===== config.mk =====
export PLATFORM = sky130hd
export DESIGN_NAME = mecanum_wheel_odometry
export DESIGN_NICKNAME = d
export VERILOG_FILES = /design/src/hdl/mwo_pkg.sv /design/src/hdl/mecanum_wheel_odometry.sv /design/src/hdl/mwo_mul.sv /design/src/hdl/mwo_cordic.sv
export SDC_FILE = /design/constraint.sdc
export NUM_CORES = 2
export LEC_CHECK = 0
export ABC_AREA = 1
export BUFFER_PORTS_ARGS = -buffer_cell sky130_fd_sc_hd__clkbuf_2
export CAP_MARGIN = 20
export CORE_ASPECT_RATIO = 0.5
export CORE_UTILIZATION = 35
export DETAILED_ROUTE_END_ITERATION = 12
export GPL_ROUTABILITY_DRIVEN = 0
export SYNTH_ARGS = -nofsm -noshare
export SYNTH_HDL_FRONTEND = slang
export SYNTH_SLANG_ARGS = --single-unit

===== constraint.sdc =====
create_clock -name i_clk -period 10.1 [get_ports i_clk]
set_input_delay 0.505 -clock i_clk [delete_from_list [all_inputs] [get_ports i_clk]]
set_output_delay 0.505 -clock i_clk [all_outputs]
set_load 0.03 [all_outputs]

===== src/hdl/mwo_pkg.sv =====
// Shared widths, constants and the arctangent table of the mecanum odometry block.
package mwo_pkg;

    localparam int CORDIC_STEPS_DEF = 16;
    localparam int ANGLE_BITS_DEF   = 32;

    // serial multiplier: multiplier bits, multiplicand bits, product bits
    localparam int MUL_A_W   = 41;
    localparam int MUL_B_W   = 44;
    localparam int MUL_P_W   = 85;
    localparam int MUL_CNT_W = 6;

    localparam logic [MUL_CNT_W-1:0] N_SPEED = 6'd18;
    localparam logic [MUL_CNT_W-1:0] N_COEF  = 6'd16;
    localparam logic [MUL_CNT_W-1:0] N_VEL   = 6'd24;
    localparam logic [MUL_CNT_W-1:0] N_DT    = 6'd16;
    localparam logic [MUL_CNT_W-1:0] N_SCALE = 6'd41;

    localparam int CORDIC_W = 34;
    localparam logic signed [CORDIC_W-1:0] CORDIC_GAIN = 34'sd652032874;

    localparam logic [MUL_A_W-1:0] HEADING_SCALE = 41'd1467945251647;

    // position divisor is 2^20 * 15625
    localparam int DIV_BITS = 40;
    localparam int REM_W    = 14;
    localparam logic [REM_W:0] DIV_CONST = 15'd15625;

    localparam int CFG_IDX_W = 4;
    localparam logic [CFG_IDX_W-1:0] REG_WHEEL_RADIUS  = 4'd0;
    localparam logic [CFG_IDX_W-1:0] REG_INV_TRACK_SUM = 4'd1;
    localparam logic [15:0] WHEEL_RADIUS_RST  = 16'd8323;
    localparam logic [15:0] INV_TRACK_SUM_RST = 16'd7447;

    typedef enum logic [3:0] {
        OP_VX  = 4'd0,
        OP_VY  = 4'd1,
        OP_RI  = 4'd2,
        OP_WZ  = 4'd3,
        OP_XC  = 4'd4,
        OP_YS  = 4'd5,
        OP_XS  = 4'd6,
        OP_YC  = 4'd7,
        OP_PX  = 4'd8,
        OP_PY  = 4'd9,
        OP_MAG = 4'd10,
        OP_HDG = 4'd11
    } t_op;

    function automatic logic [29:0] atan_at(input logic [4:0] idx);
        logic [29:0] v;
        case (idx)
            5'd0:    v = 30'h20000000;
            5'd1:    v = 30'h12E4051E;
            5'd2:    v = 30'h09FB385B;
            5'd3:    v = 30'h051111D4;
            5'd4:    v = 30'h028B0D43;
            5'd5:    v = 30'h0145D7E1;
            5'd6:    v = 30'h00A2F61E;
            5'd7:    v = 30'h00517C55;
            5'd8:    v = 30'h0028BE53;
            5'd9:    v = 30'h00145F2F;
            5'd10:   v = 30'h000A2F98;
            5'd11:   v = 30'h000517CC;
            5'd12:   v = 30'h00028BE6;
            5'd13:   v = 30'h000145F3;
            5'd14:   v = 30'h0000A2F9;
            5'd15:   v = 30'h0000517C;
            5'd16:   v = 30'h000028BE;
            5'd17:   v = 30'h0000145F;
            5'd18:   v = 30'h00000A2F;
            5'd19:   v = 30'h00000517;
            5'd20:   v = 30'h0000028B;
            5'd21:   v = 30'h00000145;
            5'd22:   v = 30'h000000A2;
            5'd23:   v = 30'h00000051;
            5'd24:   v = 30'h00000028;
            5'd25:   v = 30'h00000014;
            5'd26:   v = 30'h0000000A;
            5'd27:   v = 30'h00000005;
            5'd28:   v = 30'h00000002;
            5'd29:   v = 30'h00000001;
            default: v = 30'h0;
        endcase
        return v;
    endfunction

endpackage


===== src/hdl/mecanum_wheel_odometry.sv =====
// Mecanum odometry top level: kinematics, heading rotation, pose integration sequencer.
// Throughput: one request at a time; the next is taken once the sequencer is back in idle,
// even while the previous result still waits in the output register.
// Run time is set by the bit-serial multiplier (twelve products, one bit per cycle),
// the serial divider for position (one pass for each axis) and two CORDIC passes.
// Synchronous active-low reset clears pose, heading, registers to defaults and control.
module mecanum_wheel_odometry import mwo_pkg::*; #(
    parameter int CORDIC_STEPS = CORDIC_STEPS_DEF,
    parameter int ANGLE_BITS   = ANGLE_BITS_DEF
) (
    input  logic                 i_clk,
    input  logic                 i_rst_n,
    input  logic                 i_cfg_valid,
    output logic                 o_cfg_ready,
    input  logic [CFG_IDX_W-1:0] i_cfg_index,
    input  logic [15:0]          i_cfg_data,
    input  logic                 i_in_valid,
    output logic                 o_in_stall,
    input  logic signed [15:0]   i_speed_front_left,
    input  logic signed [15:0]   i_speed_front_right,
    input  logic signed [15:0]   i_speed_rear_left,
    input  logic signed [15:0]   i_speed_rear_right,
    input  logic [15:0]          i_elapsed_us,
    output logic                 o_out_valid,
    input  logic                 i_out_stall,
    output logic signed [31:0]   o_pos_x,
    output logic signed [31:0]   o_pos_y,
    output logic signed [15:0]   o_quat_w,
    output logic signed [15:0]   o_quat_z,
    output logic signed [31:0]   o_vel_x,
    output logic signed [31:0]   o_vel_y,
    output logic signed [31:0]   o_yaw_rate
);

    typedef enum logic [6:0] {
        ST_IDLE   = 7'b0000001,
        ST_MSTART = 7'b0000010,
        ST_MWAIT  = 7'b0000100,
        ST_CSTART = 7'b0001000,
        ST_CWAIT  = 7'b0010000,
        ST_DIV    = 7'b0100000,
        ST_DONE   = 7'b1000000
    } t_state;

    t_state                  r_state;
    t_op                     r_op;
    logic                    r_cpass;
    logic [MUL_CNT_W-1:0]    r_dcnt;
    logic                    r_out_valid;
    logic [15:0]             r_radius;
    logic [15:0]             r_its;
    logic signed [31:0]      r_pose_x;
    logic signed [31:0]      r_pose_y;
    logic [ANGLE_BITS-1:0]   r_heading;

    logic signed [18:0]      r_s1, r_s2, r_s3;
    logic [15:0]             r_dt;
    logic signed [31:0]      r_vx, r_vy, r_wz;
    logic [31:0]             r_ri;
    logic signed [CORDIC_W-1:0] r_c, r_s;
    logic signed [15:0]      r_qw, r_qz;
    logic signed [59:0]      r_t1;
    logic signed [43:0]      r_wx, r_wy;
    logic [43:0]             r_mag;
    logic [DIV_BITS-1:0]     r_dq;
    logic [REM_W-1:0]        r_drem;
    logic                    r_dneg;

    logic signed [31:0]      r_o_pos_x, r_o_pos_y, r_o_vx, r_o_vy, r_o_wz;
    logic signed [15:0]      r_o_qw, r_o_qz;

    logic                    w_in_acc;
    logic signed [18:0]      w_w0, w_w1, w_w2, w_w3;
    logic [31:0]             w_phase;
    logic [31:0]             w_cphase;
    logic                    w_mstart, w_cstart;
    logic                    w_mdone, w_cdone;
    logic [MUL_P_W-1:0]      w_prod;
    logic [MUL_CNT_W-1:0]    w_nbits;
    logic [MUL_A_W-1:0]      w_mplier;
    logic [MUL_B_W-1:0]      w_mcand;
    logic                    w_neg;
    logic signed [MUL_P_W:0] w_sprod;
    logic signed [MUL_P_W:0] w_sh10, w_sh22;
    logic signed [59:0]      w_sp60, w_diff, w_sum, w_diff_sh, w_sum_sh;
    logic signed [CORDIC_W-1:0] w_ccos, w_csin;
    logic signed [CORDIC_W-1:0] w_hc_sh, w_hs_sh;
    logic signed [15:0]      w_qw, w_qz;
    logic [18:0]             w_a_s1, w_a_s2, w_a_s3;
    logic [31:0]             w_a_vx, w_a_vy, w_a_wz;
    logic [CORDIC_W-1:0]     w_a_c, w_a_s;
    logic [43:0]             w_a_wx, w_a_wy;
    logic [MUL_P_W-1:0]      w_dsh;
    logic [ANGLE_BITS-1:0]   w_delta;
    logic [REM_W:0]          w_rsh;
    logic                    w_ge;
    logic [REM_W:0]          w_rnext;
    logic [DIV_BITS-1:0]     w_qnext;
    logic signed [41:0]      w_qs, w_pold, w_pnew;
    logic signed [31:0]      w_pclamp;

    assign w_in_acc    = i_in_valid && !o_in_stall;
    assign o_in_stall  = (r_state != ST_IDLE);
    assign o_cfg_ready = 1'b1;

    assign w_w0 = {{3{i_speed_front_left[15]}}, i_speed_front_left};
    assign w_w1 = {{3{i_speed_front_right[15]}}, i_speed_front_right};
    assign w_w2 = {{3{i_speed_rear_left[15]}}, i_speed_rear_left};
    assign w_w3 = {{3{i_speed_rear_right[15]}}, i_speed_rear_right};

    // phase of the heading: half the heading as a full-circle angle
    generate
        if (ANGLE_BITS >= 32) begin : g_phase_dn
            assign w_phase = r_heading[ANGLE_BITS-1 -: 32];
        end else begin : g_phase_up
            assign w_phase = {r_heading, {(32-ANGLE_BITS){1'b0}}};
        end
    endgenerate

    assign w_cphase = r_cpass ? {w_phase[30:0], 1'b0} : w_phase;
    assign w_mstart = (r_state == ST_MSTART);
    assign w_cstart = (r_state == ST_CSTART);

    // magnitudes of the operands
    always_comb begin
        w_a_s1 = r_s1[18] ? 19'(-r_s1) : 19'(r_s1);
        w_a_s2 = r_s2[18] ? 19'(-r_s2) : 19'(r_s2);
        w_a_s3 = r_s3[18] ? 19'(-r_s3) : 19'(r_s3);
        w_a_vx = r_vx[31] ? 32'(-r_vx) : 32'(r_vx);
        w_a_vy = r_vy[31] ? 32'(-r_vy) : 32'(r_vy);
        w_a_wz = r_wz[31] ? 32'(-r_wz) : 32'(r_wz);
        w_a_c  = r_c[CORDIC_W-1] ? CORDIC_W'(-r_c) : CORDIC_W'(r_c);
        w_a_s  = r_s[CORDIC_W-1] ? CORDIC_W'(-r_s) : CORDIC_W'(r_s);
        w_a_wx = r_wx[43] ? 44'(-r_wx) : 44'(r_wx);
        w_a_wy = r_wy[43] ? 44'(-r_wy) : 44'(r_wy);
    end

    // operand select per product
    always_comb begin
        w_nbits  = N_COEF;
        w_mplier = '0;
        w_mcand  = '0;
        w_neg    = 1'b0;
        case (r_op)
            OP_VX: begin
                w_nbits = N_SPEED; w_mplier = MUL_A_W'(w_a_s1);
                w_mcand = MUL_B_W'(r_radius); w_neg = r_s1[18];
            end
            OP_VY: begin
                w_nbits = N_SPEED; w_mplier = MUL_A_W'(w_a_s2);
                w_mcand = MUL_B_W'(r_radius); w_neg = r_s2[18];
            end
            OP_RI: begin
                w_nbits = N_COEF; w_mplier = MUL_A_W'(r_its);
                w_mcand = MUL_B_W'(r_radius);
            end
            OP_WZ: begin
                w_nbits = N_SPEED; w_mplier = MUL_A_W'(w_a_s3);
                w_mcand = MUL_B_W'(r_ri); w_neg = r_s3[18];
            end
            OP_XC: begin
                w_nbits = N_VEL; w_mplier = MUL_A_W'(w_a_vx);
                w_mcand = MUL_B_W'(w_a_c); w_neg = r_vx[31] ^ r_c[CORDIC_W-1];
            end
            OP_YS: begin
                w_nbits = N_VEL; w_mplier = MUL_A_W'(w_a_vy);
                w_mcand = MUL_B_W'(w_a_s); w_neg = r_vy[31] ^ r_s[CORDIC_W-1];
            end
            OP_XS: begin
                w_nbits = N_VEL; w_mplier = MUL_A_W'(w_a_vx);
                w_mcand = MUL_B_W'(w_a_s); w_neg = r_vx[31] ^ r_s[CORDIC_W-1];
            end
            OP_YC: begin
                w_nbits = N_VEL; w_mplier = MUL_A_W'(w_a_vy);
                w_mcand = MUL_B_W'(w_a_c); w_neg = r_vy[31] ^ r_c[CORDIC_W-1];
            end
            OP_PX: begin
                w_nbits = N_DT; w_mplier = MUL_A_W'(r_dt); w_mcand = w_a_wx;
            end
            OP_PY: begin
                w_nbits = N_DT; w_mplier = MUL_A_W'(r_dt); w_mcand = w_a_wy;
            end
            OP_MAG: begin
                w_nbits = N_DT; w_mplier = MUL_A_W'(r_dt); w_mcand = MUL_B_W'(w_a_wz);
            end
            OP_HDG: begin
                w_nbits = N_SCALE; w_mplier = HEADING_SCALE; w_mcand = r_mag;
            end
            default: begin
                w_nbits = N_COEF;
            end
        endcase
    end

    mwo_mul u_mul (
        .i_clk    (i_clk),
        .i_rst_n  (i_rst_n),
        .i_start  (w_mstart),
        .i_nbits  (w_nbits),
        .i_mplier (w_mplier),
        .i_mcand  (w_mcand),
        .o_done   (w_mdone),
        .o_prod   (w_prod)
    );

    mwo_cordic #(.CORDIC_STEPS(CORDIC_STEPS)) u_cordic (
        .i_clk   (i_clk),
        .i_rst_n (i_rst_n),
        .i_start (w_cstart),
        .i_phase (w_cphase),
        .o_done  (w_cdone),
        .o_cos   (w_ccos),
        .o_sin   (w_csin)
    );

    // signed product and its scalings
    always_comb begin
        w_sprod   = w_neg ? -$signed({1'b0, w_prod}) : $signed({1'b0, w_prod});
        w_sh10    = w_sprod >>> 10;
        w_sh22    = w_sprod >>> 22;
        w_sp60    = w_sprod[59:0];
        w_diff    = r_t1 - w_sp60;
        w_sum     = r_t1 + w_sp60;
        w_diff_sh = w_diff >>> 16;
        w_sum_sh  = w_sum >>> 16;
        w_dsh     = w_prod >> (80 - ANGLE_BITS);
        w_delta   = w_dsh[ANGLE_BITS-1:0];
    end

    // quaternion: drop 16 fraction bits, clamp to 16 bits
    always_comb begin
        w_hc_sh = w_ccos >>> 16;
        w_hs_sh = w_csin >>> 16;
        if (w_hc_sh > 34'sd32767) begin
            w_qw = 16'sh7FFF;
        end else if (w_hc_sh < -34'sd32768) begin
            w_qw = 16'sh8000;
        end else begin
            w_qw = w_hc_sh[15:0];
        end
        if (w_hs_sh > 34'sd32767) begin
            w_qz = 16'sh7FFF;
        end else if (w_hs_sh < -34'sd32768) begin
            w_qz = 16'sh8000;
        end else begin
            w_qz = w_hs_sh[15:0];
        end
    end

    // restoring divide by 15625, one quotient bit per cycle
    always_comb begin
        w_rsh   = {r_drem, r_dq[DIV_BITS-1]};
        w_ge    = (w_rsh >= DIV_CONST);
        w_rnext = w_ge ? (w_rsh - DIV_CONST) : w_rsh;
        w_qnext = {r_dq[DIV_BITS-2:0], w_ge};
        w_qs    = r_dneg ? -$signed({2'b00, w_qnext}) : $signed({2'b00, w_qnext});
        w_pold  = (r_op == OP_PX) ? 42'(r_pose_x) : 42'(r_pose_y);
        w_pnew  = w_pold + w_qs;
        if (w_pnew > 42'sh7FFFFFFF) begin
            w_pclamp = 32'sh7FFFFFFF;
        end else if (w_pnew < -42'sh80000000) begin
            w_pclamp = 32'sh80000000;
        end else begin
            w_pclamp = w_pnew[31:0];
        end
    end

    always_ff @(posedge i_clk) begin
        if (!i_rst_n) begin
            r_state     <= ST_IDLE;
            r_op        <= OP_VX;
            r_cpass     <= 1'b0;
            r_dcnt      <= '0;
            r_out_valid <= 1'b0;
            r_radius    <= WHEEL_RADIUS_RST;
            r_its       <= INV_TRACK_SUM_RST;
            r_pose_x    <= '0;
            r_pose_y    <= '0;
            r_heading   <= '0;
        end else begin
            if (i_cfg_valid && o_cfg_ready) begin
                if (i_cfg_index == REG_WHEEL_RADIUS) begin
                    r_radius <= i_cfg_data;
                end else if (i_cfg_index == REG_INV_TRACK_SUM) begin
                    r_its <= i_cfg_data;
                end
            end
            // drop a taken result unless a new one loads in its place
            if (r_out_valid && !i_out_stall && r_state != ST_DONE) begin
                r_out_valid <= 1'b0;
            end
            unique case (r_state)
                ST_IDLE: begin
                    if (w_in_acc) begin
                        r_op    <= OP_VX;
                        r_state <= ST_MSTART;
                    end
                end
                ST_MSTART: begin
                    r_state <= ST_MWAIT;
                end
                ST_MWAIT: begin
                    if (w_mdone) begin
                        case (r_op) inside
                            OP_WZ: begin
                                r_cpass <= 1'b0;
                                r_state <= ST_CSTART;
                            end
                            OP_PX, OP_PY: begin
                                r_dcnt  <= MUL_CNT_W'(DIV_BITS);
                                r_state <= ST_DIV;
                            end
                            OP_HDG: begin
                                if (r_wz[31]) begin
                                    r_heading <= r_heading - w_delta;
                                end else begin
                                    r_heading <= r_heading + w_delta;
                                end
                                r_state <= ST_DONE;
                            end
                            default: begin
                                r_op    <= t_op'(r_op + 4'd1);
                                r_state <= ST_MSTART;
                            end
                        endcase
                    end
                end
                ST_CSTART: begin
                    r_state <= ST_CWAIT;
                end
                ST_CWAIT: begin
                    if (w_cdone) begin
                        if (!r_cpass) begin
                            r_cpass <= 1'b1;
                            r_state <= ST_CSTART;
                        end else begin
                            r_op    <= OP_XC;
                            r_state <= ST_MSTART;
                        end
                    end
                end
                ST_DIV: begin
                    r_dcnt <= r_dcnt - 1'b1;
                    if (r_dcnt == MUL_CNT_W'(1)) begin
                        if (r_op == OP_PX) begin
                            r_pose_x <= w_pclamp;
                        end else begin
                            r_pose_y <= w_pclamp;
                        end
                        r_op    <= t_op'(r_op + 4'd1);
                        r_state <= ST_MSTART;
                    end
                end
                ST_DONE: begin
                    // hold until the output register is free
                    if (!r_out_valid || !i_out_stall) begin
                        r_out_valid <= 1'b1;
                        r_state     <= ST_IDLE;
                    end
                end
                default: begin
                    r_state <= ST_IDLE;
                end
            endcase
        end
    end

    // datapath registers
    always_ff @(posedge i_clk) begin
        if (w_in_acc) begin
            r_s1 <= w_w0 + w_w1 + w_w2 + w_w3;
            r_s2 <= -w_w0 + w_w1 + w_w2 - w_w3;
            r_s3 <= -w_w0 + w_w1 - w_w2 + w_w3;
            r_dt <= i_elapsed_us;
        end
        if (r_state == ST_MWAIT && w_mdone) begin
            case (r_op)
                OP_VX:   r_vx  <= w_sh10[31:0];
                OP_VY:   r_vy  <= w_sh10[31:0];
                OP_RI:   r_ri  <= w_prod[31:0];
                OP_WZ:   r_wz  <= w_sh22[31:0];
                OP_XC:   r_t1  <= w_sp60;
                OP_YS:   r_wx  <= w_diff_sh[43:0];
                OP_XS:   r_t1  <= w_sp60;
                OP_YC:   r_wy  <= w_sum_sh[43:0];
                OP_PX: begin
                    r_dq   <= w_prod[59:20];
                    r_drem <= '0;
                    r_dneg <= r_wx[43];
                end
                OP_PY: begin
                    r_dq   <= w_prod[59:20];
                    r_drem <= '0;
                    r_dneg <= r_wy[43];
                end
                OP_MAG:  r_mag <= w_prod[43:0];
                default: r_mag <= r_mag;
            endcase
        end
        if (r_state == ST_DIV) begin
            r_dq   <= w_qnext;
            r_drem <= w_rnext[REM_W-1:0];
        end
        if (r_state == ST_CWAIT && w_cdone) begin
            if (!r_cpass) begin
                r_qw <= w_qw;
                r_qz <= w_qz;
            end else begin
                r_c <= w_ccos;
                r_s <= w_csin;
            end
        end
        if (r_state == ST_DONE && (!r_out_valid || !i_out_stall)) begin
            r_o_pos_x <= r_pose_x;
            r_o_pos_y <= r_pose_y;
            r_o_qw    <= r_qw;
            r_o_qz    <= r_qz;
            r_o_vx    <= r_vx;
            r_o_vy    <= r_vy;
            r_o_wz    <= r_wz;
        end
    end

    assign o_out_valid = r_out_valid;
    assign o_pos_x     = r_o_pos_x;
    assign o_pos_y     = r_o_pos_y;
    assign o_quat_w    = r_o_qw;
    assign o_quat_z    = r_o_qz;
    assign o_vel_x     = r_o_vx;
    assign o_vel_y     = r_o_vy;
    assign o_yaw_rate  = r_o_wz;

    a_busy_after_accept: assert property (@(posedge i_clk) disable iff (!i_rst_n)
        w_in_acc |=> o_in_stall)
        else $error("request accepted but sequencer not busy");

    a_mul_done_expected: assert property (@(posedge i_clk) disable iff (!i_rst_n)
        w_mdone |-> (r_state == ST_MWAIT))
        else $error("multiplier finished outside its wait state");

    a_cordic_done_expected: assert property (@(posedge i_clk) disable iff (!i_rst_n)
        w_cdone |-> (r_state == ST_CWAIT))
        else $error("cordic finished outside its wait state");

    a_result_held: assert property (@(posedge i_clk) disable iff (!i_rst_n)
        (r_out_valid && i_out_stall) |=> (r_out_valid && $stable(r_o_pos_x)))
        else $error("waiting result lost or overwritten");

endmodule


===== src/hdl/mwo_mul.sv =====
// Bit-serial shift-add multiplier on unsigned magnitudes, one multiplier bit per cycle.
module mwo_mul import mwo_pkg::*; (
    input  logic                 i_clk,
    input  logic                 i_rst_n,
    input  logic                 i_start,
    input  logic [MUL_CNT_W-1:0] i_nbits,
    input  logic [MUL_A_W-1:0]   i_mplier,
    input  logic [MUL_B_W-1:0]   i_mcand,
    output logic                 o_done,
    output logic [MUL_P_W-1:0]   o_prod
);

    logic [MUL_CNT_W-1:0] r_cnt;
    logic                 r_done;
    logic [MUL_A_W-1:0]   r_mq;
    logic [MUL_P_W-1:0]   r_mc;
    logic [MUL_P_W-1:0]   r_acc;

    always_ff @(posedge i_clk) begin
        if (!i_rst_n) begin
            r_cnt  <= '0;
            r_done <= 1'b0;
        end else begin
            r_done <= 1'b0;
            if (i_start) begin
                r_cnt <= i_nbits;
            end else if (r_cnt != '0) begin
                r_cnt <= r_cnt - 1'b1;
                if (r_cnt == MUL_CNT_W'(1)) begin
                    r_done <= 1'b1;
                end
            end
        end
    end

    always_ff @(posedge i_clk) begin
        if (i_start) begin
            r_mq  <= i_mplier;
            r_mc  <= MUL_P_W'(i_mcand);
            r_acc <= '0;
        end else if (r_cnt != '0) begin
            if (r_mq[0]) begin
                r_acc <= r_acc + r_mc;
            end
            r_mc <= {r_mc[MUL_P_W-2:0], 1'b0};
            r_mq <= {1'b0, r_mq[MUL_A_W-1:1]};
        end
    end

    assign o_done = r_done;
    assign o_prod = r_acc;

endmodule


===== src/hdl/mwo_cordic.sv =====
// Iterative rotation-mode CORDIC: cos and sin in Q4.30 of a 32 bit phase (2^32 is a full circle).
module mwo_cordic import mwo_pkg::*; #(
    parameter int CORDIC_STEPS = CORDIC_STEPS_DEF
) (
    input  logic                       i_clk,
    input  logic                       i_rst_n,
    input  logic                       i_start,
    input  logic [31:0]                i_phase,
    output logic                       o_done,
    output logic signed [CORDIC_W-1:0] o_cos,
    output logic signed [CORDIC_W-1:0] o_sin
);

    localparam int IW = (CORDIC_STEPS > 1) ? $clog2(CORDIC_STEPS) : 1;

    logic                       r_busy;
    logic                       r_done;
    logic [IW-1:0]              r_i;
    logic                       r_flip;
    logic signed [CORDIC_W-1:0] r_x;
    logic signed [CORDIC_W-1:0] r_y;
    logic signed [CORDIC_W-1:0] r_p;

    logic signed [CORDIC_W-1:0] w_p0;
    logic signed [CORDIC_W-1:0] w_pf;
    logic                       w_flip;
    logic signed [CORDIC_W-1:0] w_xs;
    logic signed [CORDIC_W-1:0] w_ys;
    logic signed [CORDIC_W-1:0] w_at;

    // fold into the right half plane, negate both results later
    always_comb begin
        w_p0   = {{(CORDIC_W-32){i_phase[31]}}, i_phase};
        w_pf   = w_p0;
        w_flip = 1'b0;
        if (w_p0 > 34'sh040000000) begin
            w_pf   = w_p0 - 34'sh080000000;
            w_flip = 1'b1;
        end else if (w_p0 < -34'sh040000000) begin
            w_pf   = w_p0 + 34'sh080000000;
            w_flip = 1'b1;
        end
    end

    assign w_xs = r_x >>> r_i;
    assign w_ys = r_y >>> r_i;
    assign w_at = $signed({{(CORDIC_W-30){1'b0}}, atan_at(5'(r_i))});

    always_ff @(posedge i_clk) begin
        if (!i_rst_n) begin
            r_busy <= 1'b0;
            r_done <= 1'b0;
            r_i    <= '0;
        end else begin
            r_done <= 1'b0;
            if (i_start) begin
                r_busy <= 1'b1;
                r_i    <= '0;
            end else if (r_busy) begin
                r_i <= r_i + 1'b1;
                if (r_i == IW'(CORDIC_STEPS - 1)) begin
                    r_busy <= 1'b0;
                    r_done <= 1'b1;
                end
            end
        end
    end

    always_ff @(posedge i_clk) begin
        if (i_start) begin
            r_x    <= CORDIC_GAIN;
            r_y    <= '0;
            r_p    <= w_pf;
            r_flip <= w_flip;
        end else if (r_busy) begin
            if (!r_p[CORDIC_W-1]) begin
                r_x <= r_x - w_ys;
                r_y <= r_y + w_xs;
                r_p <= r_p - w_at;
            end else begin
                r_x <= r_x + w_ys;
                r_y <= r_y - w_xs;
                r_p <= r_p + w_at;
            end
        end
    end

    assign o_done = r_done;
    assign o_cos  = r_flip ? -r_x : r_x;
    assign o_sin  = r_flip ? -r_y : r_y;

endmodule

==> run metrics <==
outcome complete, no violations; Setup Skew 0.07427 ns; Clock Latency Late Sink 0.81 ns; Placed Cells 16070; Core ar. 260000 um2; Top Ports 300; clock sinks 1234; total power 30670 uW; Fin. Hold Viols 0; Starting Density 35.36%; gr usage total 24.73%; CTS root buffer clkbuf_16; Main synth FF type edfxtp_1; yosys warns 0; most frequent cells in the layout 2438 x nand2_1, 1770 x inv_1, 1464 x nor2_1, 1026 x a21oi_1, 941 x o21ai_0; port bufs 298; Mapped Nets 13220; EDFF count, synth 860; r2r setup slk 3.10 ns; share of cells above drive strength 1 5.749%; Peak VDD IR 0.0002241 V; DPL Wire Length 272100 um; register area 33320 um2; via/cell ratio 5.459; Die X-Extent 726.7 um; TritonCTS clock tree done; Worst-Margin Slew 1.311 ns; Hold Path End r_radius[7]; FF-to-FF path depth 27; Via Count 89140; CP arrival 7.49 ns; full die area 264800 um2; Multi-input gate area 50420 um2; Setup crit start kind flop; Setup-failing EPs final 0; first-pass GRT wire length 504700 um; most common cell after layout, fill and taps aside nand2_1; clock buffer count from CTS 121; Hold Crit Depth 3; Max clock buf depth 3; CTS HTree Levels 3; CP max FO 34; layout overhead on the synthesized area 10.42%; design area 101500 um2; Pwr Density 302.2 nW/um2; P_leak 0.04381 uW; Slew Limit Headroom 11.66%; Rows 132; Synth Cell Area 91910 um2; Fin Setup TNS 0 ns; first-pass iteration count of the detailed router 10; post-route ant nets 0; wire per inst 20.95 um; synth unique cells 80; Post-synth ARST share 0%; largest net degree at the start of global routing 78; Mean Syn Cell Area 7.314 um2; clock period minus final worst setup slack 6.997 ns; initial antenna violation count 11; Slew Viols, Final 0; number of global-route vias before repair 81340; critical register-to-register path startpoint r_op[0]; critical path class reg -> reg; Cell Area, Placed 97040 um2; Fill cells 26950; Worst-path clk slew 0.07 ns; Final Net Count 13390; sequential element share of the synthesized area 36.24%; Critical Path Sink Type flop; Max-Cap Viols 0; hold crit path type in -> reg; final std cells w/o fill 16330; worst r2r dst r_wy[41]; Iter 0 DRT Violations 11600; post-CTS resize count 0; Req. time, crit path 10.59 ns; DIE HEIGHT 364.4 um; RSZ-0062 raised after global routing no; Cells after Synth 12570; post-synthesis sequential element count 1234; hold_sp i_cfg_data[7]; GR Overflow Total 0; Fmax 142.9 MHz; Routed WL 342100 um; Final Cycle Share 69.28%; DRC 0; Worst Hold Slack 0.03960 ns
per-stage QoR:
stage	setup WS, ns	utilization (%)
floorplan	3.414	-
global placement	3.243	37.33
detailed placement	3.198	37.33
CTS	3.115	39.02
global route	2.738	39.04
finish	3.103	39.04
worst max-delay path by stage:
stage / startpoint / to / slack [ns]
final: r_op[0] / r_wy[41] / 3.10
after global routing: r_op[0] / r_wy[41] / 2.74
after CTS: r_op[0] / r_wx[24] / 3.11
after detailed placement: r_op[0] / r_wx[24] / 3.20
after global placement: r_op[0] / r_wx[24] / 3.24
after floorplan: r_state[3] / o_pos_x[0] / 3.41
registers in the layout, summed over array words and instances, names as in the netlist, 34 cells and up:
name and flops:
u_mul.o_prod 80, r_dq 40, u_cordic.r_x 34, u_cordic.r_y 34
r_wy 44, r_mag 44, r_wx 44, u_mul.r_mq 41
r_s 34, r_t1 60, u_mul.r_mc 80, u_cordic.r_p 34
r_c 34
final cells by class:
type	count	area share, %
diodes	6	0.01479
clock buffers	150	3.181
clock inverters	80	0.9258
inverters	1804	6.678
multi-input cells	9155	49.67
flip-flops and latches	1234	32.83
well taps	3484	4.295
repair buffers	415	2.402
worst max-delay path, stage by stage (launching register included):
cell and delay (ns):
dfxtp_1 0.35, inv_1 0.12, ha_1 0.21, inv_1 0.11
nor2_1 0.73, clkinv_1 0.57, nor2_1 0.20, inv_1 0.07
nand2_1 0.11, nor3_1 0.08, nand2_2 0.10, buf_4 0.44
nand2_1 0.12, xor2_1 0.44, inv_1 0.26, ha_1 0.54
nand2_1 0.12, nor2_1 0.11, inv_1 0.09, nor2_1 0.13
inv_1 0.07, nor4_1 0.65, nand3_1 0.20, nand3_1 0.24
nand2_1 0.08, o211ai_1 0.20, a31oi_1 0.15, xor2_1 0.17
cell families after synthesis:
| logic type | share of synthesized area [%] |
|---|---|
| compound gates | 16.00 |
| xor+xnor | 5.927 |
| fa+ha+maj | 8.149 |
| buf+inv | 9.085 |
| flops | 36.24 |
| mux | 0.04356 |
| other cells | 0.004080 |
| simple gates | 24.55 |
Yosys cell counts (7+ instances only):
library cell  number  area, um2
clkinv_1          14      52.55
nand4_1          140      875.8
nor3_2            12      120.1
o21a_1            61      457.9
o21ai_0          941       4710
clkbuf_1         271       1017
nor4_1            69      431.7
nor2_4             7      78.83
inv_1           1775       6663
nand2_2            7      43.79
o211ai_1          72      540.5
a21oi_1         1027       5140
nand3b_1          31      232.7
xor2_1           496       4344
fa_1              76       1521
inv_2             15      56.30
nor2_1          1479       5552
or2_2             32      200.2
dfxtp_1          374       7487
o31ai_1           38      285.3
a21o_1            52      390.4
ha_1             477       5968
o2111ai_1         16      140.1
and3_1            10      62.56
buf_2             35      175.2
a21boi_0          42      315.3
o22ai_1           56      350.3
xnor2_1          126       1104
nand3_1          830       4154
a211oi_1          24      180.2
edfxtp_1         860      25820
nor3b_1            8      60.06
a31oi_1           97      606.8
nand2_1         2441       9163
o221ai_1          17      148.9
nor2_2            11      68.82
o21bai_1          56      420.4
nor3_1           242       1211
buf_4              8      60.06
a221oi_1          33      289.0
o21ai_2            7      61.31
o21ai_1           34      170.2
buf_6             14      157.7
buf_1             45      168.9
layer usage:
layer	track usage, %	wire length [um]
met2	36.71	140200
met3	6.333	38790
met1	33.70	144400
met4	11.50	18650
met5	0	46
where the power goes:
part / leakage [uW] / total (uW) / internal, uW / switching (uW)
clock network: 0.00199 / 4860 / 2640 / 2220
registers: 0.0109 / 8080 / 7000 / 1080
logic: 0.0309 / 17700 / 5360 / 12400
total: 0.0438 / 30700 / 15000 / 15700
timing repair:
action                                 in CTS  in global routing
hold buffers                               22                  0
endpoints found under the hold margin      22                  0
setup buffers                               0                  0
No activity file was read; power rests on OpenSTA's default activity.
